File: src/rtl/raycast_wall_column_texturer_macros.svh
`ifndef RAYCAST_WALL_COLUMN_TEXTURER_MACROS_SVH
`define RAYCAST_WALL_COLUMN_TEXTURER_MACROS_SVH

// Same-cycle implication on clk_i, held off during reset.
`define RCWT_ASSERT_IMP(label, ante, cons, msg) \
  label: assert property (@(posedge clk_i) disable iff (!rst_ni) (ante) |-> (cons)) \
    else $error(msg);

// Next-cycle implication on clk_i, held off during reset.
`define RCWT_ASSERT_NEXT(label, ante, cons, msg) \
  label: assert property (@(posedge clk_i) disable iff (!rst_ni) (ante) |=> (cons)) \
    else $error(msg);

`endif

File: src/rtl/rcwt_pkg.sv
package rcwt_pkg;

  localparam int DIVIDEND_W = 27;
  localparam int DIVISOR_W  = 24;
  localparam int DIV_CNT_W  = $clog2(DIVIDEND_W);

  localparam logic [1:0] REGION_CEILING = 2'd0;
  localparam logic [1:0] REGION_WALL    = 2'd1;
  localparam logic [1:0] REGION_FLOOR   = 2'd2;

  localparam logic [0:0] REG_CEILING = 1'b0;
  localparam logic [0:0] REG_FLOOR   = 1'b1;

  localparam logic [23:0] CEILING_RESET = 24'h0087FF;
  localparam logic [23:0] FLOOR_RESET   = 24'h0F8C12;

  typedef struct packed {
    logic                  start;
    logic [DIVIDEND_W-1:0] dividend;
    logic [DIVISOR_W-1:0]  divisor;
  } div_req_t;

  typedef struct packed {
    logic                  done;
    logic [DIVIDEND_W-1:0] quotient;
  } div_rsp_t;

  typedef struct packed {
    logic [23:0] distance;
    logic        side;
    logic [17:0] dir_x;
    logic [17:0] dir_y;
    logic [23:0] pos_x;
    logic [23:0] pos_y;
  } hit_t;

  typedef struct packed {
    logic        load;
    logic [9:0]  first_row;
    logic [9:0]  last_row;
    logic [5:0]  tex_col;
    logic [1:0]  tex_pick;
    logic [31:0] step;
    logic [31:0] position;
  } col_t;

endpackage

File: src/rtl/raycast_wall_column_texturer.sv
// Textured wall column generator for a raycaster. A setup request (tuser 0) carries one ray
// hit: the slice height and the texture step are each worked out by one shared 27-step
// restoring divider, one quotient bit per cycle, and the wall hit position and start texture
// row go through one registered multiplier; s_axis_tready is low while the setup runs. Each
// pixel request (tuser 1) gives one pixel for the next screen row, one per cycle while the
// result side keeps taking them; a finished pixel waits in an output register and the next
// request is taken as it leaves.
`include "raycast_wall_column_texturer_macros.svh"

module raycast_wall_column_texturer
  import rcwt_pkg::*;
#(
  parameter int SCREEN_HEIGHT = 600,
  parameter int TEXTURE_SIZE  = 64
) (
  input  logic         clk_i,
  input  logic         rst_ni,
  input  logic         s_axis_tvalid,
  output logic         s_axis_tready,
  // hit_distance, hit_side, dir_x, dir_y, pos_x, pos_y
  input  logic [111:0] s_axis_tdata,
  // kind
  input  logic         s_axis_tuser,
  output logic         m_axis_tvalid,
  input  logic         m_axis_tready,
  // row, fill_color, texture_pick, texel_col, texel_row
  output logic [47:0]  m_axis_tdata,
  // region
  output logic [1:0]   m_axis_tuser,
  output logic         m_axis_tlast,
  input  logic         psel,
  input  logic         penable,
  input  logic         pwrite,
  input  logic [2:0]   paddr,
  input  logic [31:0]  pwdata,
  output logic [31:0]  prdata,
  output logic         pready
);

  localparam logic [9:0] LAST_ROW     = 10'(SCREEN_HEIGHT - 1);
  localparam logic [5:0] TEX_ROW_MASK = 6'(TEXTURE_SIZE - 1);

  logic [23:0] ceil_q, floor_q;
  logic [9:0]  first_q, last_q, row_q;
  logic [5:0]  tcol_q;
  logic [1:0]  pick_q;
  logic [31:0] step_q, pos_q;

  logic        out_valid_q;
  logic [47:0] out_data_q;
  logic [1:0]  out_user_q;
  logic        out_last_q;

  hit_t        hit;
  col_t        col;
  logic        setup_busy;
  logic        setup_acc, pixel_acc;
  logic [1:0]  region;
  logic        cfg_wr;

  assign hit.distance = s_axis_tdata[23:0];
  assign hit.side     = s_axis_tdata[24];
  assign hit.dir_x    = s_axis_tdata[42:25];
  assign hit.dir_y    = s_axis_tdata[60:43];
  assign hit.pos_x    = s_axis_tdata[84:61];
  assign hit.pos_y    = s_axis_tdata[108:85];

  assign s_axis_tready = !setup_busy && (!out_valid_q || m_axis_tready);
  assign setup_acc     = s_axis_tvalid && s_axis_tready && !s_axis_tuser;
  assign pixel_acc     = s_axis_tvalid && s_axis_tready && s_axis_tuser;

  rcwt_setup #(
    .SCREEN_HEIGHT (SCREEN_HEIGHT),
    .TEXTURE_SIZE  (TEXTURE_SIZE)
  ) u_setup (
    .clk_i   (clk_i),
    .rst_ni  (rst_ni),
    .start_i (setup_acc),
    .hit_i   (hit),
    .busy_o  (setup_busy),
    .col_o   (col)
  );

  always_comb begin
    if (row_q < first_q) begin
      region = REGION_CEILING;
    end else if (row_q <= last_q) begin
      region = REGION_WALL;
    end else begin
      region = REGION_FLOOR;
    end
  end

  assign cfg_wr = psel && penable && pwrite && pready;

  always_ff @(posedge clk_i or negedge rst_ni) begin
    if (!rst_ni) begin
      ceil_q  <= CEILING_RESET;
      floor_q <= FLOOR_RESET;
    end else if (cfg_wr) begin
      case (paddr[2:2])
        REG_CEILING: ceil_q  <= pwdata[23:0];
        REG_FLOOR:   floor_q <= pwdata[23:0];
        default:     ceil_q  <= ceil_q;
      endcase
    end
  end

  assign prdata = {8'b0, (paddr[2:2] == REG_FLOOR) ? floor_q : ceil_q};
  assign pready = 1'b1;

  always_ff @(posedge clk_i or negedge rst_ni) begin
    if (!rst_ni) begin
      first_q <= '0;
      last_q  <= '0;
      tcol_q  <= '0;
      pick_q  <= '0;
      step_q  <= '0;
      pos_q   <= '0;
      row_q   <= '0;
    end else if (col.load) begin
      first_q <= col.first_row;
      last_q  <= col.last_row;
      tcol_q  <= col.tex_col;
      pick_q  <= col.tex_pick;
      step_q  <= col.step;
      pos_q   <= col.position;
      row_q   <= '0;
    end else if (pixel_acc) begin
      if (region == REGION_WALL) begin
        pos_q <= pos_q + step_q;
      end
      row_q <= (row_q >= LAST_ROW) ? 10'd0 : row_q + 10'd1;
    end
  end

  always_ff @(posedge clk_i or negedge rst_ni) begin
    if (!rst_ni) begin
      out_valid_q <= 1'b0;
    end else if (pixel_acc) begin
      out_valid_q <= 1'b1;
    end else if (m_axis_tready) begin
      out_valid_q <= 1'b0;
    end
  end

  always_ff @(posedge clk_i) begin
    if (pixel_acc) begin
      out_user_q <= region;
      out_last_q <= row_q == LAST_ROW;
      if (region == REGION_WALL) begin
        out_data_q <= {pos_q[21:16] & TEX_ROW_MASK, tcol_q, pick_q, 24'd0, row_q};
      end else begin
        out_data_q <= {6'd0, 6'd0, 2'd0,
                       (region == REGION_CEILING) ? ceil_q : floor_q, row_q};
      end
    end
  end

  assign m_axis_tvalid = out_valid_q;
  assign m_axis_tdata  = out_data_q;
  assign m_axis_tuser  = out_user_q;
  assign m_axis_tlast  = out_last_q;

  `RCWT_ASSERT_IMP(a_no_req_in_setup, setup_busy, !s_axis_tready, "request taken during setup")
  `RCWT_ASSERT_NEXT(a_pixel_result, pixel_acc, m_axis_tvalid, "pixel request gave no result")
  `RCWT_ASSERT_IMP(a_row_in_range, 1'b1, row_q <= LAST_ROW, "row counter past last row")

endmodule

File: src/rtl/rcwt_div.sv
module rcwt_div
  import rcwt_pkg::*;
(
  input  logic     clk_i,
  input  logic     rst_ni,
  input  div_req_t req_i,
  output div_rsp_t rsp_o
);

  logic                  busy_q, busy_d;
  logic                  done_q, done_d;
  logic [DIV_CNT_W-1:0]  cnt_q, cnt_d;
  logic [DIVISOR_W-1:0]  rem_q, rem_d;
  logic [DIVIDEND_W-1:0] quo_q, quo_d;
  logic [DIVISOR_W-1:0]  dsr_q, dsr_d;
  logic [DIVISOR_W:0]    shifted;
  logic [DIVISOR_W:0]    diff;
  logic                  ge;

  assign shifted = {rem_q, quo_q[DIVIDEND_W-1]};
  assign ge      = shifted >= {1'b0, dsr_q};
  assign diff    = shifted - {1'b0, dsr_q};

  always_comb begin
    busy_d = busy_q;
    done_d = 1'b0;
    cnt_d  = cnt_q;
    rem_d  = rem_q;
    quo_d  = quo_q;
    dsr_d  = dsr_q;
    if (req_i.start) begin
      busy_d = 1'b1;
      cnt_d  = DIV_CNT_W'(DIVIDEND_W - 1);
      rem_d  = '0;
      quo_d  = req_i.dividend;
      dsr_d  = req_i.divisor;
    end else if (busy_q) begin
      rem_d = ge ? diff[DIVISOR_W-1:0] : shifted[DIVISOR_W-1:0];
      quo_d = {quo_q[DIVIDEND_W-2:0], ge};
      if (cnt_q == '0) begin
        busy_d = 1'b0;
        done_d = 1'b1;
      end else begin
        cnt_d = cnt_q - 1'b1;
      end
    end
  end

  always_ff @(posedge clk_i or negedge rst_ni) begin
    if (!rst_ni) begin
      busy_q <= 1'b0;
      done_q <= 1'b0;
      cnt_q  <= '0;
    end else begin
      busy_q <= busy_d;
      done_q <= done_d;
      cnt_q  <= cnt_d;
    end
  end

  always_ff @(posedge clk_i) begin
    rem_q <= rem_d;
    quo_q <= quo_d;
    dsr_q <= dsr_d;
  end

  assign rsp_o.done     = done_q;
  assign rsp_o.quotient = quo_q;

endmodule

File: src/rtl/rcwt_setup.sv
module rcwt_setup
  import rcwt_pkg::*;
#(
  parameter int SCREEN_HEIGHT = 600,
  parameter int TEXTURE_SIZE  = 64
) (
  input  logic clk_i,
  input  logic rst_ni,
  input  logic start_i,
  input  hit_t hit_i,
  output logic busy_o,
  output col_t col_o
);

  localparam logic [2:0] ST_IDLE    = 3'd0;
  localparam logic [2:0] ST_MUL_HIT = 3'd1;
  localparam logic [2:0] ST_FRAC    = 3'd2;
  localparam logic [2:0] ST_DIV_H   = 3'd3;
  localparam logic [2:0] ST_DIV_S   = 3'd4;
  localparam logic [2:0] ST_MUL_POS = 3'd5;
  localparam logic [2:0] ST_LOAD    = 3'd6;

  localparam logic [DIVIDEND_W-1:0] SCREEN_NUM = DIVIDEND_W'(SCREEN_HEIGHT) << 16;
  localparam logic [DIVIDEND_W-1:0] TEX_NUM    = DIVIDEND_W'(TEXTURE_SIZE) << 16;
  localparam logic [9:0]            HALF       = 10'(SCREEN_HEIGHT / 2);
  localparam logic [9:0]            LAST_ROW   = 10'(SCREEN_HEIGHT - 1);

  logic [2:0]  state_q, state_d;
  hit_t        hit_q;
  logic signed [43:0] prod_q;
  logic [5:0]  tcol_q;
  logic [1:0]  pick_q;
  logic [9:0]  first_q, last_q;
  logic [15:0] offset_q;
  logic [24:0] step_q;

  div_req_t    div_req;
  div_rsp_t    div_rsp;

  hit_t        hit_in;
  logic [25:0] mul_a;
  logic [17:0] mul_b;
  logic [15:0] frac;
  logic [24:0] col_prod;
  logic [15:0] lh;
  logic [14:0] h2;
  logic        over;
  logic [16:0] end_sum;

  rcwt_div u_div (
    .clk_i  (clk_i),
    .rst_ni (rst_ni),
    .req_i  (div_req),
    .rsp_o  (div_rsp)
  );

  always_comb begin
    hit_in = hit_i;
    if (hit_i.distance == '0) begin
      hit_in.distance = 24'd1;
    end
  end

  assign mul_a = (state_q == ST_MUL_POS) ? {1'b0, step_q} : {2'b00, hit_q.distance};
  assign mul_b = (state_q == ST_MUL_POS) ? {2'b00, offset_q}
               : (hit_q.side ? hit_q.dir_x : hit_q.dir_y);

  assign frac     = (hit_q.side ? hit_q.pos_x[15:0] : hit_q.pos_y[15:0]) + prod_q[31:16];
  assign col_prod = {9'b0, frac} * 25'(TEXTURE_SIZE);

  assign lh      = (|div_rsp.quotient[DIVIDEND_W-1:16]) ? 16'hFFFF : div_rsp.quotient[15:0];
  assign h2      = lh[15:1];
  assign over    = {2'b00, h2} > {7'b0, HALF};
  assign end_sum = {2'b00, h2} + {7'b0, HALF};

  always_comb begin
    div_req = '0;
    case (state_q)
      ST_FRAC: begin
        div_req.start    = 1'b1;
        div_req.dividend = SCREEN_NUM;
        div_req.divisor  = hit_q.distance;
      end
      ST_DIV_H: begin
        div_req.start    = div_rsp.done;
        div_req.dividend = TEX_NUM;
        div_req.divisor  = (lh == '0) ? DIVISOR_W'(1) : DIVISOR_W'(lh);
      end
      default: begin
        div_req = '0;
      end
    endcase
  end

  always_comb begin
    state_d = state_q;
    case (state_q)
      ST_IDLE:    if (start_i) state_d = ST_MUL_HIT;
      ST_MUL_HIT: state_d = ST_FRAC;
      ST_FRAC:    state_d = ST_DIV_H;
      ST_DIV_H:   if (div_rsp.done) state_d = ST_DIV_S;
      ST_DIV_S:   if (div_rsp.done) state_d = ST_MUL_POS;
      ST_MUL_POS: state_d = ST_LOAD;
      ST_LOAD:    state_d = ST_IDLE;
      default:    state_d = ST_IDLE;
    endcase
  end

  always_ff @(posedge clk_i or negedge rst_ni) begin
    if (!rst_ni) begin
      state_q <= ST_IDLE;
    end else begin
      state_q <= state_d;
    end
  end

  always_ff @(posedge clk_i) begin
    if (state_q == ST_IDLE && start_i) begin
      hit_q <= hit_in;
    end
    if (state_q == ST_MUL_HIT || state_q == ST_MUL_POS) begin
      prod_q <= $signed(mul_a) * $signed(mul_b);
    end
    if (state_q == ST_FRAC) begin
      tcol_q <= col_prod[21:16];
      if (hit_q.side) begin
        pick_q <= hit_q.dir_y[17] ? 2'd0 : 2'd1;
      end else begin
        pick_q <= hit_q.dir_x[17] ? 2'd2 : 2'd3;
      end
    end
    if (state_q == ST_DIV_H && div_rsp.done) begin
      first_q  <= over ? 10'd0 : HALF - h2[9:0];
      offset_q <= over ? 16'({2'b00, h2} - {7'b0, HALF}) : 16'd0;
      last_q   <= (end_sum > {7'b0, LAST_ROW}) ? LAST_ROW : end_sum[9:0];
    end
    if (state_q == ST_DIV_S && div_rsp.done) begin
      step_q <= div_rsp.quotient[24:0];
    end
  end

  assign busy_o         = state_q != ST_IDLE;
  assign col_o.load     = state_q == ST_LOAD;
  assign col_o.first_row = first_q;
  assign col_o.last_row = last_q;
  assign col_o.tex_col  = tcol_q;
  assign col_o.tex_pick = pick_q;
  assign col_o.step     = {7'b0, step_q};
  assign col_o.position = prod_q[31:0];

endmodule
File: config.mk
export PLATFORM = sky130hd
export DESIGN_NAME = raycast_wall_column_texturer
export DESIGN_NICKNAME = d
export VERILOG_FILES = /design/src/rtl/rcwt_pkg.sv /design/src/rtl/raycast_wall_column_texturer.sv /design/src/rtl/rcwt_div.sv /design/src/rtl/rcwt_setup.sv
export VERILOG_INCLUDE_DIRS = /design/src /design/src/rtl
export SDC_FILE = /design/constraint.sdc
export NUM_CORES = 2
export LEC_CHECK = 0
export ABC_AREA = 0
export ABC_CLOCK_PERIOD_IN_PS = 17300
export BUFFER_PORTS_ARGS = -buffer_cell sky130_fd_sc_hd__buf_2
export CAP_MARGIN = 20
export CORE_ASPECT_RATIO = 0.9
export CORE_MARGIN = 8
export CORE_UTILIZATION = 40
export DETAILED_ROUTE_END_ITERATION = 8
export PLACE_DENSITY = 0.64
export SYNTH_ARGS = -nofsm -noshare
export SYNTH_HDL_FRONTEND = slang
export SYNTH_HIERARCHICAL = 1
export SYNTH_SLANG_ARGS = --single-unit
File: constraint.sdc
create_clock -name clk_i -period 17.3 [get_ports clk_i]
set_clock_uncertainty 0.2 [all_clocks]
set_input_delay 1.73 -clock clk_i [delete_from_list [all_inputs] [get_ports clk_i]]
set_output_delay 1.73 -clock clk_i [all_outputs]
set_load 0.02 [all_outputs]
After elaboration in Yosys (flattened, before gate mapping) --
Cells that the tools add are included.
Operators by class: add/sub/neg operators 8, multiply operators 1, magnitude comparators 6, equality and inequality tests 12, mux-type cells 38, bitwise operators 1, reductions and logical operators 30
Operator list (count):
- $pmux W52 S2 | 1
- $mux W32 | 3
- $mux W24 | 3
- $mux W27 | 2
- $mux W16 | 3
- $mux W18 | 2
- $add A32 B25 Y32 | 1
- $mul A26 B18 Y32 | 1
- $mux W10 | 3
- $ge A25 B24 Y1 | 1
- $mux W25 | 1
- $logic_not A24 Y1 | 1
- $sub A24 B24 Y24 | 1
- $pmux W3 S6 | 1
- $gt A17 B10 Y1 const B | 1
- $add A15 B9 Y16 const B | 1
- $add A16 B16 Y16 | 1
- $logic_not A16 Y1 | 1
- $sub A15 B9 Y16 const B | 1
- $gt A15 B9 Y1 const B | 1
- $mux W5 | 3
- $reduce_or A11 Y1 | 1
- $add A10 B1 Y10 const B | 1
- $eq A10 B10 Y1 const B | 1
- other kinds (25) | 60
Storage, ports and cells: register bits 474, output and inout port bits 86, word-level logic and storage cells 131

Logic depth before layout (Yosys ltp) --
depth after elaboration 7, gate-level depth with buffers 31, depth with buffers taken out 25

Hierarchy --
The synthesis kept the hierarchy.
By module, submodules not included:
- rcwt_setup | times used 1, cells each 2124, area each 20886.3 sq um
- raycast_wall_column_texturer | times used 1, cells each 795, area each 9081.2 sq um
- rcwt_div | times used 1, cells each 431, area each 4584.4 sq um

Worst setup path after synthesis --
OpenSTA, ideal clock, no wires.
path kind reg2reg, from register u_setup.state_q[0], to register u_setup.prod_q[30] (data pin), arrival time 6873 ps, setup slack 10090 ps, cell stages (with the launch flop) 29, path buffers 5, period minus slack after synthesis 7210 ps, cells stage by stage dfrtp_1 > buf_4 > nand3b_1 > buf_4 > buf_2 > buf_1 > nand2_1 > o21ai_0 > clkbuf_1 > nor2_1 > fa_1 > inv_1 > fa_1 > inv_1 > fa_1 > inv_1 > fa_1 > fa_1 > fa_1 > inv_1 > ha_1 > a21o_1 > a21o_1 > a21oi_1 > o21ai_0 > o31ai_1 > o21ai_1 > or4_1 > nand4_1
Between the ends: word-level cells in the longest chain between the ends 3
Ends and longest elaborated chain:
- from (decl) | RTL line rcwt_setup.sv:28 | logic [2:0] state_q, state_d;
- from (signal assigned) | RTL line rcwt_setup.sv:113 | state_q <= state_d;
- $eq A3 B3 Y1 * | RTL line rcwt_setup.sv:64, rcwt_setup.sv:65
- $mux W25 / $mux W18 (equally long branches) | RTL line rcwt_setup.sv:64, rcwt_setup.sv:65
- $mul A26 B18 Y32 * | RTL line rcwt_setup.sv:122 | prod_q <= $signed(mul_a) * $signed(mul_b);
- to (signal assigned) | RTL line rcwt_setup.sv:122
- to (decl) | RTL line rcwt_setup.sv:30 | logic signed [43:0] prod_q;
Mark *: on every way between the ends. The rest lies on a longest branch, timed or not. A chain may end at the register's enable or synchronous reset.

Worst setup path in the final report --
from register u_setup.state_q[0], to register u_setup.prod_q[31] (data pin)
Same word-level chain as after synthesis.

==> flow_metrics.py <==
metrics = {
    "status": {
        "outcome": "complete, no violations",
    },
    "cells_and_area": {
        "n_fill_cell": 8078,
        "syn_to_final_growth_pct": 11.4,
        "final_common_cell": "inv_1",
        "final_area_mm2": 0.0384,
        "drive_gt1_frac": 0.152,
        "fin_util": 0.448,
        "finalNonFillerCells": 4695,
        "final_cell_mix": "494 x inv_1, 448 x nand2_1, 319 x fa_1, 296 x edfxtp_1, 271 x nor2_1",
        "nets": 4164,
    },
    "setup_path": {
        "worst_r2r_path_depth": 23,
        "cp-start-kind": "register",
        "rr_endpoint": "u_setup/prod_q[31]",
        "r2r-start": "u_setup/state_q[0]",
        "arrival_ns": 8.81,
        "cp-end-kind": "register",
        "worst-setup-path-type": "reg2reg",
        "critical_path.max_fanout": 74,
        "required_ns": 17.43,
        "reg2reg_setup_slack_ns": 8.62,
    },
    "global_route": {
        "globalRouteOverflowTotal": 0,
        "grt_usage": 0.189,
        "grt_pass1_wl_um": 144000,
        "antenna_found_initial": 3,
        "grt_pass1_vias": 25100,
        "grt_max_degree": 75,
    },
    "cts": {
        "post_cts.repair.setup_buffers": 0,
        "htreeDepth": 2,
        "cts_buffers": 52,
        "postCtsHoldBufs": 0,
        "ctsResizeCount": 0,
        "clock_latency_ns": 0.62,
        "clk_pin_slew_ns": 0.06,
        "cts_sinks": 461,
        "root_buffer": "clkbuf_16",
        "cts_tree": "yes",
        "cts_buffer_depth": 3,
    },
    "sta": {
        "hold_violations": 0,
        "tightestPinTransition_ns": 1.14,
        "min_period_over_period": 0.501,
        "slew_headroom": 0.234,
        "fmax_mhz": 115,
        "tns_ns": 0,
        "slew_violations": 0,
        "fin_crit_ns": 8.68,
        "setup_viol": 0,
        "rsz0062_at_grt": "false",
    },
    "routing": {
        "detail_route.wl_per_cell_um": 19.3,
        "drtPass1Iterations": 5,
        "ant_nets": 0,
        "num_vias": 24400,
        "post-route-drc-count": 0,
        "wl_um": 90700,
        "vias_per_cell": 5.20,
        "drt_iter0_drc": 2046,
    },
    "yosys": {
        "netlist_area_mm2": 0.0345,
        "ys_warn_count": 6,
        "synth_cells": 3343,
        "avgSynthCellArea_um2": 10.3,
    },
    "die": {
        "rows": 102,
        "die_w_um": 326,
        "die_area_mm2": 0.0959,
        "start_util": 0.402,
        "boundaryPins": 241,
        "core_area_mm2": 0.0858,
        "die-height_um": 295,
    },
    "power_and_ir_drop": {
        "p_leak_nw": 17.3,
        "power_mw": 4.43,
        "irDropWorstVdd_mv": 0.118,
        "power-per-cell-area_mw_per_mm2": 115,
    },
    "job": {
        "maxCapViolCount": 0,
    },
    "min_path": {
        "min_to": "pos_q[5]",
        "hold_path_depth": 2,
        "min-delay-start": "u_setup/prod_q[5]",
        "hp-class": "reg2reg",
    },
    "placement": {
        "hpwl_um": 68200,
        "io_buffers": 202,
        "dpl_cell_area_mm2": 0.0367,
        "gp_congestion": 0.929,
        "dp.cells": 4593,
    },
}
-- registers in the layout (all words and copies together), names as in the netlist, 3 cells and up --
register,cells
u_setup/u_div/rem_q,24
u_setup/step_q,25
u_setup/first_q,10
u_setup/u_div/quo_q,27
u_setup/offset_q,16
m_axis_tdata,48
pos_q,22
last_q,10
row_q,10
first_q,10
tcol_q,6
u_setup/last_q,10
u_setup/prod_q,32
u_setup/state_q,3
u_setup/u_div/cnt_q,5
step_q,22
ceil_q,24
u_setup/tcol_q,6
floor_q,24
u_setup/u_div/dsr_q,24
u_setup/hit_q,93
-- where the power goes --
part	internal [mW]	switching (mW)	total, mW
clock	0.645	0.462	1.11
combinational	0.668	1.02	1.69
sequential	1.46	0.177	1.64
total	2.77	1.66	4.43
-- per-stage QoR --
| stage | hold slack (ns) | setup WS, ns |
|---|---|---|
| after detailed placement | 0.241 | 8.69 |
| after floorplan | 0.230 | 10.09 |
| after CTS | 0.252 | 8.66 |
| final | 0.248 | 8.62 |
| after global routing | 0.268 | 8.16 |
| after global placement | 0.237 | 8.75 |
-- how the worst max path moves through the flow --
stage | to | cells past startpoint | slack, ns | start
detailed placement | u_setup/prod_q[31] | 23 | 8.69 | u_setup/state_q[0]
global route | u_setup/prod_q[31] | 23 | 8.16 | u_setup/state_q[0]
floorplan | u_setup/prod_q[30] | 28 | 10.09 | u_setup/state_q[0]
CTS | u_setup/prod_q[31] | 23 | 8.66 | u_setup/state_q[0]
global placement | u_setup/prod_q[31] | 23 | 8.75 | u_setup/state_q[0]
finish | u_setup/prod_q[31] | 23 | 8.62 | u_setup/state_q[0]
-- worst max-delay path, stage by stage, from the launching register on --
cell      delay [ns]
dfrtp_1         0.61
nand3b_1        0.19
buf_4           0.69
mux2i_1         0.93
nor2_1          0.18
fa_1            0.59
inv_1           0.07
fa_1            0.52
fa_1            0.55
inv_1           0.06
fa_1            0.47
fa_1            0.54
inv_1           0.05
fa_1            0.53
inv_1           0.04
ha_1            0.37
a21oi_1         0.19
o21ai_0         0.12
a21oi_1         0.14
o21ai_0         0.09
a41oi_1         0.26
o21ai_0         0.18
o41ai_1         0.58
xnor2_1         0.18
-- per-layer routing --
metal	wire (um)	GRT usage	vias up
li1	-	-	11300
met1	38300	0.246	12000
met2	41500	0.308	897
met3	7030	0.0386	203
met4	3850	0.0757	2
met5	20	0	-
-- layout make-up --
class,instances,area [um2],share of cell area
diodes,1,2.50,0.0000651
clock buffers,64,1390,0.0361
clock inverters,31,314,0.00817
inverters,497,1870,0.0486
multi-input cells,2255,19200,0.499
flip-flops and latches,461,12900,0.336
well taps,1144,1430,0.0372
repair buffers,242,1350,0.0351
No activity file was read; power rests on OpenSTA's default activity.
